`src/rtl/ccae_pkg.sv`:
```
// ccae_pkg: types, constants and helper functions of the char-array literal extractor
// no dependencies; imported by every module of the block
package ccae_pkg;

  localparam int NAME_MAX   = 8;
  localparam int NAME_LEN_W = 4;
  localparam int CHARS_W    = 8 * NAME_MAX;
  localparam int COUNT_W    = 16;
  localparam int CFG_IDX_W  = 2;

  // configuration register indexes
  localparam logic [CFG_IDX_W-1:0] CFG_NAME_ENABLE = 2'd0;
  localparam logic [CFG_IDX_W-1:0] CFG_NAME_CHARS  = 2'd1;
  localparam logic [CFG_IDX_W-1:0] CFG_NAME_LENGTH = 2'd2;

  typedef logic [1:0] kind_t;
  localparam kind_t KIND_DATA      = 2'd0;
  localparam kind_t KIND_FOUND     = 2'd1;
  localparam kind_t KIND_NOT_FOUND = 2'd2;

  typedef enum logic [3:0] {
    PH_SEARCH  = 4'd0,
    PH_SPACES  = 4'd1,
    PH_SCAN    = 4'd2,
    PH_NAME    = 4'd3,
    PH_CLOSE   = 4'd4,
    PH_EQUALS  = 4'd5,
    PH_GAP     = 4'd6,
    PH_SLASH   = 4'd7,
    PH_COMMENT = 4'd8,
    PH_STRING  = 4'd9,
    PH_ESCAPE  = 4'd10,
    PH_HEX1    = 4'd11,
    PH_HEX2    = 4'd12
  } phase_t;

  typedef struct packed {
    logic                  enable;
    logic [CHARS_W-1:0]    chars;
    logic [NAME_LEN_W-1:0] length;
  } cfg_t;

  typedef struct packed {
    kind_t              kind;
    logic [7:0]         data;
    logic [COUNT_W-1:0] count;
    logic               last;
  } result_t;

  // up to two results per item, always packed from slot 0
  typedef struct packed {
    logic    valid0;
    logic    valid1;
    result_t r0;
    result_t r1;
  } result_pair_t;

  typedef struct packed {
    logic       done;
    logic [2:0] pos;
  } kw_step_t;

  function automatic logic is_ws(input logic [7:0] b);
    is_ws = b inside {8'h20, 8'h0D, 8'h0A, 8'h09};
  endfunction

  function automatic logic [3:0] hex_value(input logic [7:0] b);
    logic [7:0] t;
    t = 8'h00;
    if (b inside {[8'h30:8'h39]}) t = b - 8'h30;
    else if (b inside {[8'h41:8'h46]}) t = b - 8'h37;
    else if (b inside {[8'h61:8'h66]}) t = b - 8'h57;
    hex_value = t[3:0];
  endfunction

  // characters of "char "
  function automatic logic [7:0] kw_char(input logic [2:0] pos);
    case (pos)
      3'd0:    kw_char = 8'h63;
      3'd1:    kw_char = 8'h68;
      3'd2:    kw_char = 8'h61;
      3'd3:    kw_char = 8'h72;
      default: kw_char = 8'h20;
    endcase
  endfunction

  function automatic kw_step_t kw_step(input logic [2:0] pos, input logic [7:0] b);
    logic [2:0] p;
    kw_step_t   s;
    p = (pos > 3'd4) ? 3'd0 : pos;
    s.done = 1'b0;
    if (b == kw_char(p)) begin
      if (p == 3'd4) begin
        s.done = 1'b1;
        s.pos  = 3'd0;
      end else begin
        s.pos = p + 3'd1;
      end
    end else begin
      s.pos = (b == 8'h63) ? 3'd1 : 3'd0;
    end
    kw_step = s;
  endfunction

endpackage

```
`src/rtl/ccae_parser.sv`:
```
// ccae_parser: parse state and one-byte step of the extractor
// depends on ccae_pkg
module ccae_parser
  import ccae_pkg::*;
(
  input  logic         clk,
  input  logic         rst_n,
  input  logic         step_en,
  input  logic [7:0]   in_byte,
  input  logic         end_of_text,
  input  cfg_t         cfg,
  output result_pair_t results
);

  phase_t                phase_r, phase_nxt;
  logic [2:0]            kw_r, kw_nxt;
  logic [NAME_LEN_W-1:0] np_r, np_nxt;
  logic                  cs_r, cs_nxt;
  logic [3:0]            hn_r, hn_nxt;
  logic [COUNT_W-1:0]    cnt_r, cnt_nxt;
  logic                  fin_r, fin_nxt;

  logic                  active;
  logic                  do_search, emit, found, done;
  logic [7:0]            data;
  logic [NAME_LEN_W-1:0] name_len, pos_cur;
  logic [7:0]            name_ch;
  kw_step_t              kws;

  assign active   = step_en && !fin_r;
  assign name_len = (cfg.length > NAME_LEN_W'(NAME_MAX)) ? NAME_LEN_W'(NAME_MAX) : cfg.length;
  assign pos_cur  = (phase_r == PH_SPACES) ? '0 : np_r;
  assign name_ch  = cfg.chars[8*pos_cur[2:0] +: 8];
  assign kws      = kw_step(kw_r, in_byte);

  always_comb begin
    phase_nxt = phase_r;
    kw_nxt    = kw_r;
    np_nxt    = np_r;
    cs_nxt    = cs_r;
    hn_nxt    = hn_r;
    do_search = 1'b0;
    emit      = 1'b0;
    found     = 1'b0;
    data      = 8'h00;
    case (phase_r)
      PH_SEARCH: do_search = 1'b1;
      PH_SPACES, PH_NAME: begin
        if (phase_r == PH_SPACES && in_byte == 8'h20) begin
          phase_nxt = phase_r;
        end else if (phase_r == PH_SPACES && !cfg.enable) begin
          phase_nxt = (in_byte == 8'h5B) ? PH_CLOSE : PH_SCAN;
        end else begin
          np_nxt = pos_cur;
          if (pos_cur >= name_len) begin
            if (in_byte == 8'h5B) phase_nxt = PH_CLOSE;
            else do_search = 1'b1;
          end else if (in_byte == name_ch) begin
            np_nxt    = pos_cur + 1'b1;
            phase_nxt = PH_NAME;
          end else begin
            do_search = 1'b1;
          end
        end
      end
      PH_SCAN: if (in_byte == 8'h5B) phase_nxt = PH_CLOSE;
      PH_CLOSE: begin
        if (in_byte == 8'h5D) phase_nxt = PH_EQUALS;
        else do_search = 1'b1;
      end
      PH_EQUALS: begin
        if (!is_ws(in_byte)) begin
          if (in_byte == 8'h3D) phase_nxt = PH_GAP;
          else do_search = 1'b1;
        end
      end
      PH_GAP: begin
        if (!is_ws(in_byte)) begin
          if (in_byte == 8'h2F) phase_nxt = PH_SLASH;
          else if (in_byte == 8'h22) phase_nxt = PH_STRING;
          else found = 1'b1;
        end
      end
      PH_SLASH: begin
        if (in_byte == 8'h2A) begin
          phase_nxt = PH_COMMENT;
          cs_nxt    = 1'b0;
        end else begin
          found = 1'b1;
        end
      end
      PH_COMMENT: begin
        if (cs_r && in_byte == 8'h2F) begin
          phase_nxt = PH_GAP;
          cs_nxt    = 1'b0;
        end else begin
          cs_nxt = (in_byte == 8'h2A);
        end
      end
      PH_STRING: begin
        if (in_byte == 8'h22) phase_nxt = PH_GAP;
        else if (in_byte == 8'h5C) phase_nxt = PH_ESCAPE;
        else begin
          emit = 1'b1;
          data = in_byte;
        end
      end
      PH_ESCAPE: phase_nxt = (in_byte == 8'h78) ? PH_HEX1 : PH_STRING;
      PH_HEX1: begin
        hn_nxt    = hex_value(in_byte);
        phase_nxt = PH_HEX2;
      end
      PH_HEX2: begin
        emit      = 1'b1;
        data      = {hn_r, hex_value(in_byte)};
        phase_nxt = PH_STRING;
      end
      default: do_search = 1'b1;
    endcase
    // keyword search restarts on the current byte
    if (do_search) begin
      kw_nxt    = kws.pos;
      phase_nxt = kws.done ? PH_SPACES : PH_SEARCH;
    end
  end

  assign done    = found || end_of_text;
  assign cnt_nxt = (emit && cnt_r != '1) ? cnt_r + 1'b1 : cnt_r;
  assign fin_nxt = fin_r || (active && done);

  always_comb begin
    results.valid0   = active && (emit || done);
    results.valid1   = active && emit && done;
    results.r0.kind  = emit ? KIND_DATA : (found ? KIND_FOUND : KIND_NOT_FOUND);
    results.r0.data  = emit ? data : 8'h00;
    results.r0.count = cnt_nxt;
    results.r0.last  = !(emit && done);
    results.r1.kind  = found ? KIND_FOUND : KIND_NOT_FOUND;
    results.r1.data  = 8'h00;
    results.r1.count = cnt_nxt;
    results.r1.last  = 1'b1;
  end

  always_ff @(posedge clk) begin
    if (!rst_n) begin
      phase_r <= PH_SEARCH;
      kw_r    <= '0;
      np_r    <= '0;
      cs_r    <= 1'b0;
      hn_r    <= '0;
      cnt_r   <= '0;
      fin_r   <= 1'b0;
    end else begin
      fin_r <= fin_nxt;
      if (active) begin
        phase_r <= phase_nxt;
        kw_r    <= kw_nxt;
        np_r    <= np_nxt;
        cs_r    <= cs_nxt;
        hn_r    <= hn_nxt;
        cnt_r   <= cnt_nxt;
      end
    end
  end

endmodule

```
`src/rtl/ccae_out_queue.sv`:
```
// ccae_out_queue: four-entry result queue, up to two pushes and one pop per cycle
// depends on ccae_pkg
module ccae_out_queue
  import ccae_pkg::*;
(
  input  logic         clk,
  input  logic         rst_n,
  input  result_pair_t push,
  input  logic         pop,
  output logic         not_empty,
  output logic         room,
  output result_t      head
);

  result_t    entries [4];
  logic [1:0] wr_ptr_r, wr_ptr_nxt;
  logic [1:0] rd_ptr_r, rd_ptr_nxt;
  logic [2:0] count_r, count_nxt;
  logic [1:0] n_push;
  logic       do_pop;

  assign n_push     = {1'b0, push.valid0} + {1'b0, push.valid1};
  assign do_pop     = pop && not_empty;
  assign not_empty  = (count_r != 3'd0);
  assign room       = (count_r <= 3'd2);
  assign head       = entries[rd_ptr_r];
  assign wr_ptr_nxt = wr_ptr_r + n_push;
  assign rd_ptr_nxt = rd_ptr_r + {1'b0, do_pop};
  assign count_nxt  = count_r + {1'b0, n_push} - {2'b00, do_pop};

  always_ff @(posedge clk) begin
    if (push.valid0) entries[wr_ptr_r] <= push.r0;
    if (push.valid1) entries[wr_ptr_r + 2'd1] <= push.r1;
  end

  always_ff @(posedge clk) begin
    if (!rst_n) begin
      wr_ptr_r <= '0;
      rd_ptr_r <= '0;
      count_r  <= '0;
    end else begin
      wr_ptr_r <= wr_ptr_nxt;
      rd_ptr_r <= rd_ptr_nxt;
      count_r  <= count_nxt;
    end
  end

endmodule

```
`src/rtl/c_char_array_literal_extractor.sv`:
```
// c_char_array_literal_extractor: top level of the char-array literal extractor
// depends on ccae_pkg, ccae_parser, ccae_out_queue
//
// channel  direction  tdata                            tuser        tlast
// in_      slave      [7:0] in_byte                    -            end_of_text
// out_     master     [7:0] data_byte [23:8] byte_count [1:0] kind  last_of_run
// cfg_     write      cfg_wdata, index in cfg_index    -            -
//
// one item per cycle while the queue has room: an item is held in the input
// register and parsed there in a single step; results land in a four-entry queue
// a text's final item may give two results, drained one per cycle on out_tready
// the input register only advances while the queue has room for two results,
// so a stalled output side backs up into in_tready once three results are queued
// synchronous active-low reset clears the parse state, queue, input valid and cfg registers
module c_char_array_literal_extractor
  import ccae_pkg::*;
(
  input  logic                 clk,
  input  logic                 rst_n,
  input  logic                 in_tvalid,
  output logic                 in_tready,
  input  logic [7:0]           in_tdata,   // [7:0] in_byte
  input  logic                 in_tlast,   // end_of_text
  output logic                 out_tvalid,
  input  logic                 out_tready,
  output logic [23:0]          out_tdata,  // [7:0] data_byte, [23:8] byte_count
  output logic [1:0]           out_tuser,  // [1:0] result_kind
  output logic                 out_tlast,  // last_of_run
  input  logic                 cfg_we,
  input  logic [CFG_IDX_W-1:0] cfg_index,
  input  logic [CHARS_W-1:0]   cfg_wdata
);

  // input register
  logic         in_valid_r, in_valid_nxt;
  logic [7:0]   in_byte_r;
  logic         in_last_r;
  logic         in_take, advance, room;

  // configuration registers
  cfg_t         cfg_r;

  result_pair_t results;
  result_t      head;

  // the queue needs room for the worst case of two results
  assign advance      = in_valid_r && room;
  assign in_tready    = !in_valid_r || advance;
  assign in_take      = in_tvalid && in_tready;
  assign in_valid_nxt = in_take || (in_valid_r && !advance);

  always_ff @(posedge clk) begin
    if (!rst_n) begin
      in_valid_r <= 1'b0;
    end else begin
      in_valid_r <= in_valid_nxt;
    end
  end

  always_ff @(posedge clk) begin
    if (in_take) begin
      in_byte_r <= in_tdata;
      in_last_r <= in_tlast;
    end
  end

  // configuration writes, indexes beyond the list are ignored
  always_ff @(posedge clk) begin
    if (!rst_n) begin
      cfg_r <= '0;
    end else if (cfg_we) begin
      case (cfg_index)
        CFG_NAME_ENABLE: cfg_r.enable <= cfg_wdata[0];
        CFG_NAME_CHARS:  cfg_r.chars  <= cfg_wdata;
        CFG_NAME_LENGTH: cfg_r.length <= cfg_wdata[NAME_LEN_W-1:0];
        default:         cfg_r        <= cfg_r;
      endcase
    end
  end

  ccae_parser u_parser (
    .clk         (clk),
    .rst_n       (rst_n),
    .step_en     (advance),
    .in_byte     (in_byte_r),
    .end_of_text (in_last_r),
    .cfg         (cfg_r),
    .results     (results)
  );

  ccae_out_queue u_out_queue (
    .clk       (clk),
    .rst_n     (rst_n),
    .push      (results),
    .pop       (out_tready),
    .not_empty (out_tvalid),
    .room      (room),
    .head      (head)
  );

  assign out_tdata = {head.count, head.data};
  assign out_tuser = head.kind;
  assign out_tlast = head.last;

endmodule
```
`config.mk`:
```
export PLATFORM = sky130hd
export DESIGN_NAME = c_char_array_literal_extractor
export DESIGN_NICKNAME = d
export VERILOG_FILES = /design/src/rtl/ccae_pkg.sv /design/src/rtl/ccae_parser.sv /design/src/rtl/ccae_out_queue.sv /design/src/rtl/c_char_array_literal_extractor.sv
export SDC_FILE = /design/constraint.sdc
export NUM_CORES = 1
export LEC_CHECK = 0
export BUFFER_PORTS_ARGS = -buffer_cell sky130_fd_sc_hd__clkbuf_2
export CELL_PAD_IN_SITES_DETAIL_PLACEMENT = 2
export CELL_PAD_IN_SITES_GLOBAL_PLACEMENT = 2
export CORE_AREA = 2 2 234 236
export CTS_CLUSTER_DIAMETER = 80
export DETAILED_ROUTE_END_ITERATION = 10
export DIE_AREA = 0 0 236 238
export PLACE_DENSITY_LB_ADDON = 0.1
export SYNTH_ARGS = -nofsm -noshare
export SYNTH_HDL_FRONTEND = slang
export SYNTH_HIERARCHICAL = 1
export SYNTH_SLANG_ARGS = --single-unit
```
`constraint.sdc`:
```
create_clock -name clk -period 8.01 [get_ports clk]
set_clock_uncertainty 0.15 [all_clocks]
set_input_delay 0.4005 -clock clk [delete_from_list [all_inputs] [get_ports clk]]
set_output_delay 0.4005 -clock clk [all_outputs]
set_load 0.1 [all_outputs]
```
# Word-level counts from Yosys, hierarchy flattened

Memory sizes are Yosys's and may differ from the RTL's. A register that Yosys moved wholly into a read port is not among the register bits.
Cells that the tools add are included.

Logic and storage cells: 196
Bits in registers: 119
Input port bits: 80
Output and inout port bits: 29
Memories: 1
RAM bits: 108

Add/subtract/negate cells: 12
Bitwise gates (word level): 2
Mux-type cells: 66
Equality and inequality tests: 45
Shifts and indexed selects: 1
Reduce and logical (&&, ||, !) cells: 43
Magnitude comparators: 10

Memory list:

| memory              | depth | bits a word | rd ports | clocked after Yosys merged registers in | write ports | line                 | text |
|---|---|---|---|---|---|---|---|
| u_out_queue.entries | 4     | 27          | 1        | 1                                       | 2           | ccae_out_queue.sv:15 | `result_t entries [4];` |

Operators by type and width:

| operator              | number |
|---|---|
| $mux 4                | 23 |
| $shiftx 64x7->8       | 1 |
| $pmux 4 s11           | 1 |
| $eq 8x6->1 const B    | 5 |
| $eq 8x7->1 const B    | 5 |
| $pmux 7 s4            | 1 |
| $eq 8x4->1 const B    | 3 |
| $mux 1                | 24 |
| $mux 8                | 3 |
| $eq 4x4->1 const B    | 5 |
| $logic_and 1x1->1     | 17 |
| $add 16x1->16 const B | 1 |
| $eq 4x3->1 const B    | 4 |
| $ge 8x7->1 const B    | 2 |
| $le 8x7->1 const B    | 2 |
| $mux 16               | 1 |
| $ne 16x16->1 const B  | 1 |
| $pmux 8 s2            | 1 |
| $mux 3                | 4 |
| $ne 3x1->1 const B    | 4 |
| $reduce_and 12->1     | 1 |
| $reduce_bool 12->1    | 1 |
| $reduce_and 2->1      | 5 |
| $ne 3x2->1 const B    | 3 |
| 43 further kinds      | 61 |

# Depth between registers and ports, before layout

Word-level depth: 11
Depth in mapped cells: 18
Depth with buffers taken out: 17

# Modules after synthesis

Netlist, hierarchy kept.

Modules (own cells, without submodules):

| module                         | times used | area an instance (sq um) | cells each |
|---|---|---|---|
| ccae_out_queue                 | 1          | 5864.4                   | 305 |
| ccae_parser                    | 1          | 3838.7                   | 531 |
| c_char_array_literal_extractor | 1          | 3064.2                   | 311 |

# Worst setup path before layout

OpenSTA, ideal clock, no wires.

Kind: flip-flop to flip-flop
Start point: register in_byte_r[0]
End point: memory u_out_queue/entries[0][0] (netlist bit), enable pin
Data required time: 7.411 ns
Stages on the path, launching flop included: 12
Path buffers: 1
Slack: 3.454 ns
Arrival: 3.957 ns
Period minus slack after synthesis: 4.556 ns
Library setup time: 0.449 ns
Path through: edfxtp_1 clkbuf_1 inv_1 ha_1 a21oi_1 or3_1 a2111o_1 a31o_2 nor3_1 a21oi_1 nand2b_1 o21ai_0

RTL lines:

| element                | line                                 | text |
|---|---|---|
| from (decl)            | c_char_array_literal_extractor.sv:36 | `logic [7:0] in_byte_r;` |
| from (signal assigned) | c_char_array_literal_extractor.sv:62 | `in_byte_r <= in_tdata;` |
| to (decl)              | ccae_out_queue.sv:15                 |  |

==> results.yml <==
cts:
  root_buffer: "clkbuf_16"
  cts_resized: 0
  clk_latency_ns: 0.57
  cts_tree: "built"
  htree_levels: 1
  clkTransAtPathRegs_ns: 0.06
  cts_sinks: 227
  cts_buffers: 30
  cts_setup_buffers: 0
  ctsLongestPathBuffers: 3
  ctsHoldBuffers: 77
synth:
  ys_ff_latch: 227
  synth_ff_type: "edfxtp_1"
  synth-edff-count: 117
  ys_seq_area_share_pct: 44.77
  syn_avg_cell_area_sq_um: 11.13
  ys_types: 75
  synth_warnings: 6
  synth_cells: 1147
  synth_async_sr_flop_share_pct: 0
  synth.cell_area_sq_um: 12770
detailed_routing:
  wl_mm: 39.17
  vias: 9148
  drt_iter0_markers: 247
  final_antenna_net_count: 0
  wl_per_cell_um: 19.50
  drc_errors: 0
  first_pass_iters: 4
  vias_per_cell: 4.554
floorplanning:
  rows: 85
  dieArea_sq_um: 56170
  core_area_sq_um: 53500
  initial_core_util_pct: 23.87
  pin_count: 109
  die_x_um: 236
  die_height_um: 238
worst_setup_path:
  start_kind: "flip-flop"
  r2r_end: "u_out_queue/count_r[2]"
  reg2reg_from: "in_byte_r[0]"
  cp_data_required_time_ns: 8.32
  rrSetupSlack_ns: 3.21
  worstRegToRegCells: 17
  critPathKind: "reg2reg"
  crit_fanout: 9
  end_kind: "flip-flop"
  max_stage_delay_ns: 0.53
  critical_path.slowest_cell: "edfxtp_1"
  path_cells: "inv_1 -> ha_1 -> a21oi_1 -> or3_1 -> a2111o_1 -> a31o_2 -> nor3_1 -> a21oi_1 -> ha_1 -> inv_1 -> ha_1 -> inv_1 -> ha_1 -> inv_1 -> fa_1 -> xnor3_1 -> and2_1"
  cp.arrival_ns: 5.10
timing:
  period_needed_ns: 4.797
  setup_viol: 0
  max_slew_margin_pct: 26.74
  hold_slack_ns: 0.1850
  maxSlewViolCount: 0
  setup_tns_ns: 0
  rsz0062_at_grt: "false"
  finalHoldViolCount: 0
  max_freq_mhz: 208.4
  fin_crit_sh_pct: 59.89
  worst_slew_pin_slew_ns: 1.099
global_routing:
  grt_max_degree: 89
  busiest_layer: "met2"
  grt_use_total_pct: 14.01
  grt_pass1_wl_mm: 61.13
  use_met1_pct: 17.24
  antenna_found_initial: 0
  grt_use_met2_pct: 25.99
  met3_usage_pct: 1.724
  grt_pass1_vias: 10170
  overflow: 0
power:
  power_mw: 3.603
  power_density_nw_per_um2: 233.1
  p_leak_nw: 5.879
  irDropWorstVdd_v: 0.0001035
min_path:
  hold_path_depth: 3
  min_path_type: "in2reg"
  worstHoldEndpoint: "cfg_r[3]"
  worstHoldStart: "cfg_we"
placement:
  dp_hpwl_mm: 26.83
  gp_congestion: 0.7626
  port_buffers: 108
cells_and_area:
  multi_input_area_sq_um: 6315
  nNetsFinal: 1391
  drive_gt1_share_pct: 25.74
  ff_latch_area_sq_um: 5719
  n_fill_cell: 5882
  antenna_cells: 0
  area_growth_pct: 21.04
run_status:
  status: "finished clean"
run:
  maxCapViolations: 0
[synth_stat cells, types with 5 or more instances]
cell      instances  area [sq um]
a21oi_1          34         170.2
nand2b_1          5         31.28
a32oi_1           5         43.79
nand2_1         179         671.9
nor2_1           66         247.7
o21a_1            5         37.54
mux2_4           39         585.6
nor3_1           12         60.06
buf_4            31         232.7
o22ai_1          10         62.56
ha_1             21         262.8
a32o_1            5         50.05
o21ai_0          32         160.2
clkbuf_1         26         97.59
mux4_2           35         788.3
and2_1           17         106.4
a211oi_1         11         82.58
buf_2            20         100.1
nand4_1          13         81.33
or3_1             9         56.30
xnor2_1          15         131.4
buf_6            14         157.7
mux2_2           76         855.8
inv_1            31         116.4
edfxtp_1        117          3513
nor2b_1          12         75.07
and3_1           14         87.58
dfxtp_1         110          2202
xor2_1           16         140.1
mux2i_1          77         770.7
nand3_1          17         85.08
[area by class of cell]
| type | instances | share of cell area (%) |
|---|---|---|
| Inverter | 32 | 0.7773 |
| Clock inverter | 9 | 0.4858 |
| Clock buffer | 47 | 6.000 |
| Sequential cell | 227 | 37.01 |
| Multi-Input combinational cell | 798 | 40.86 |
| Tap cell | 696 | 5.635 |
| Timing Repair Buffer | 200 | 9.230 |
[state kept, by name, summed over array words and instances (netlist names), 2 cells and up]
| signal | flops |
|---|---|
| cfg_r | 69 |
| in_byte_r | 8 |
| u_out_queue/count_r | 3 |
| u_out_queue/entries | 108 |
| u_out_queue/rd_ptr_r | 2 |
| u_out_queue/wr_ptr_r | 2 |
| u_parser/cnt_r | 16 |
| u_parser/hn_r | 4 |
| u_parser/kw_r | 3 |
| u_parser/np_r | 4 |
| u_parser/phase_r | 4 |
[per-layer routing]
layer	vias up	part of all wire, %
met4	0	2.1
met1	4577	44
li1	4418	-
met2	113	51
met5	-	0
met3	40	2.2
[placed cells by master, fill, tap and decap left out, types with 9 or more instances in the layout]
| cell | netlist | routed |
|---|---|---|
| a211oi_1 | 11 | 11 |
| a21oi_1 | 34 | 34 |
| and2_1 | 17 | 17 |
| and3_1 | 14 | 14 |
| buf_4 | 31 | 16 |
| clkbuf_16 | 0 | 32 |
| clkbuf_2 | 0 | 107 |
| conb_1 | 2 | 9 |
| dfxtp_1 | 110 | 107 |
| dlygate4sd3_1 | 0 | 77 |
| edfxtp_1 | 117 | 117 |
| ha_1 | 21 | 21 |
| inv_1 | 31 | 31 |
| mux2_2 | 76 | 76 |
| mux2_4 | 39 | 39 |
| mux2i_1 | 77 | 77 |
| mux4_2 | 35 | 35 |
| nand2_1 | 179 | 179 |
| nand3_1 | 17 | 17 |
| nand4_1 | 13 | 13 |
| nor2_1 | 66 | 65 |
| nor2b_1 | 12 | 11 |
| nor3_1 | 12 | 12 |
| o21ai_0 | 32 | 30 |
| o22ai_1 | 10 | 10 |
| or3_1 | 9 | 9 |
| xnor2_1 | 15 | 15 |
| xor2_1 | 16 | 16 |
[stage by stage]
step / setup WS [ns] / instance area (sq um) / util [%] / std cells
detailed placement: 3.232 / 13680 / 25.57 / 1876
global route: 2.868 / 15450 / 28.89 / 2009
finish: 3.213 / 15450 / 28.89 / 2009
global placement: 3.347 / 13680 / 25.57 / 1876
CTS: 3.202 / 15450 / 28.89 / 2009
floorplan: 3.454 / 12790 / - / 1154
[how the worst max path moves through the flow]
| stage | start | to | depth (start not counted) |
|---|---|---|---|
| 6_report | in_byte_r[0] | u_out_queue/count_r[2] | 17 |
| 3_5_place_dp | in_byte_r[0] | u_out_queue/count_r[2] | 17 |
| 5_1_grt | in_byte_r[0] | u_out_queue/count_r[2] | 17 |
| 3_3_place_gp | in_byte_r[0] | u_out_queue/count_r[2] | 17 |
| 2_1_floorplan | in_byte_r[0] | u_out_queue/entries[0][0] | 11 |
| 4_1_cts | in_byte_r[0] | u_out_queue/count_r[2] | 17 |
[cells by family after synthesis]
| kind of cell | synth area share, % |
|---|---|
| muxes | 23.59 |
| xor gates and xnor gates | 2.479 |
| adders and majority gates | 2.215 |
| and+or+nand+nor | 13.25 |
| buffers and inverters | 6.154 |
| other | 0.05882 |
| DFF | 44.77 |
| AOI/OAI and AO/OA | 7.487 |
[power by group]
group	internal, mW	switching [mW]
Sequential	1.26	0.0513
Clock	0.821	0.531
Combinational	0.269	0.668
Total	2.35	1.25
[critical path: cells and delay by family (launching register included)]
family,cells,cell delay [ns]
buffers and inverters,4,0.44
AOI/OAI and AO/OA,4,1.11
xor gates and xnor gates,1,0.18
and+or+nand+nor,3,0.90
adders and majority gates,5,1.38
DFF,1,0.53
Power figures use the tool's default switching activity.
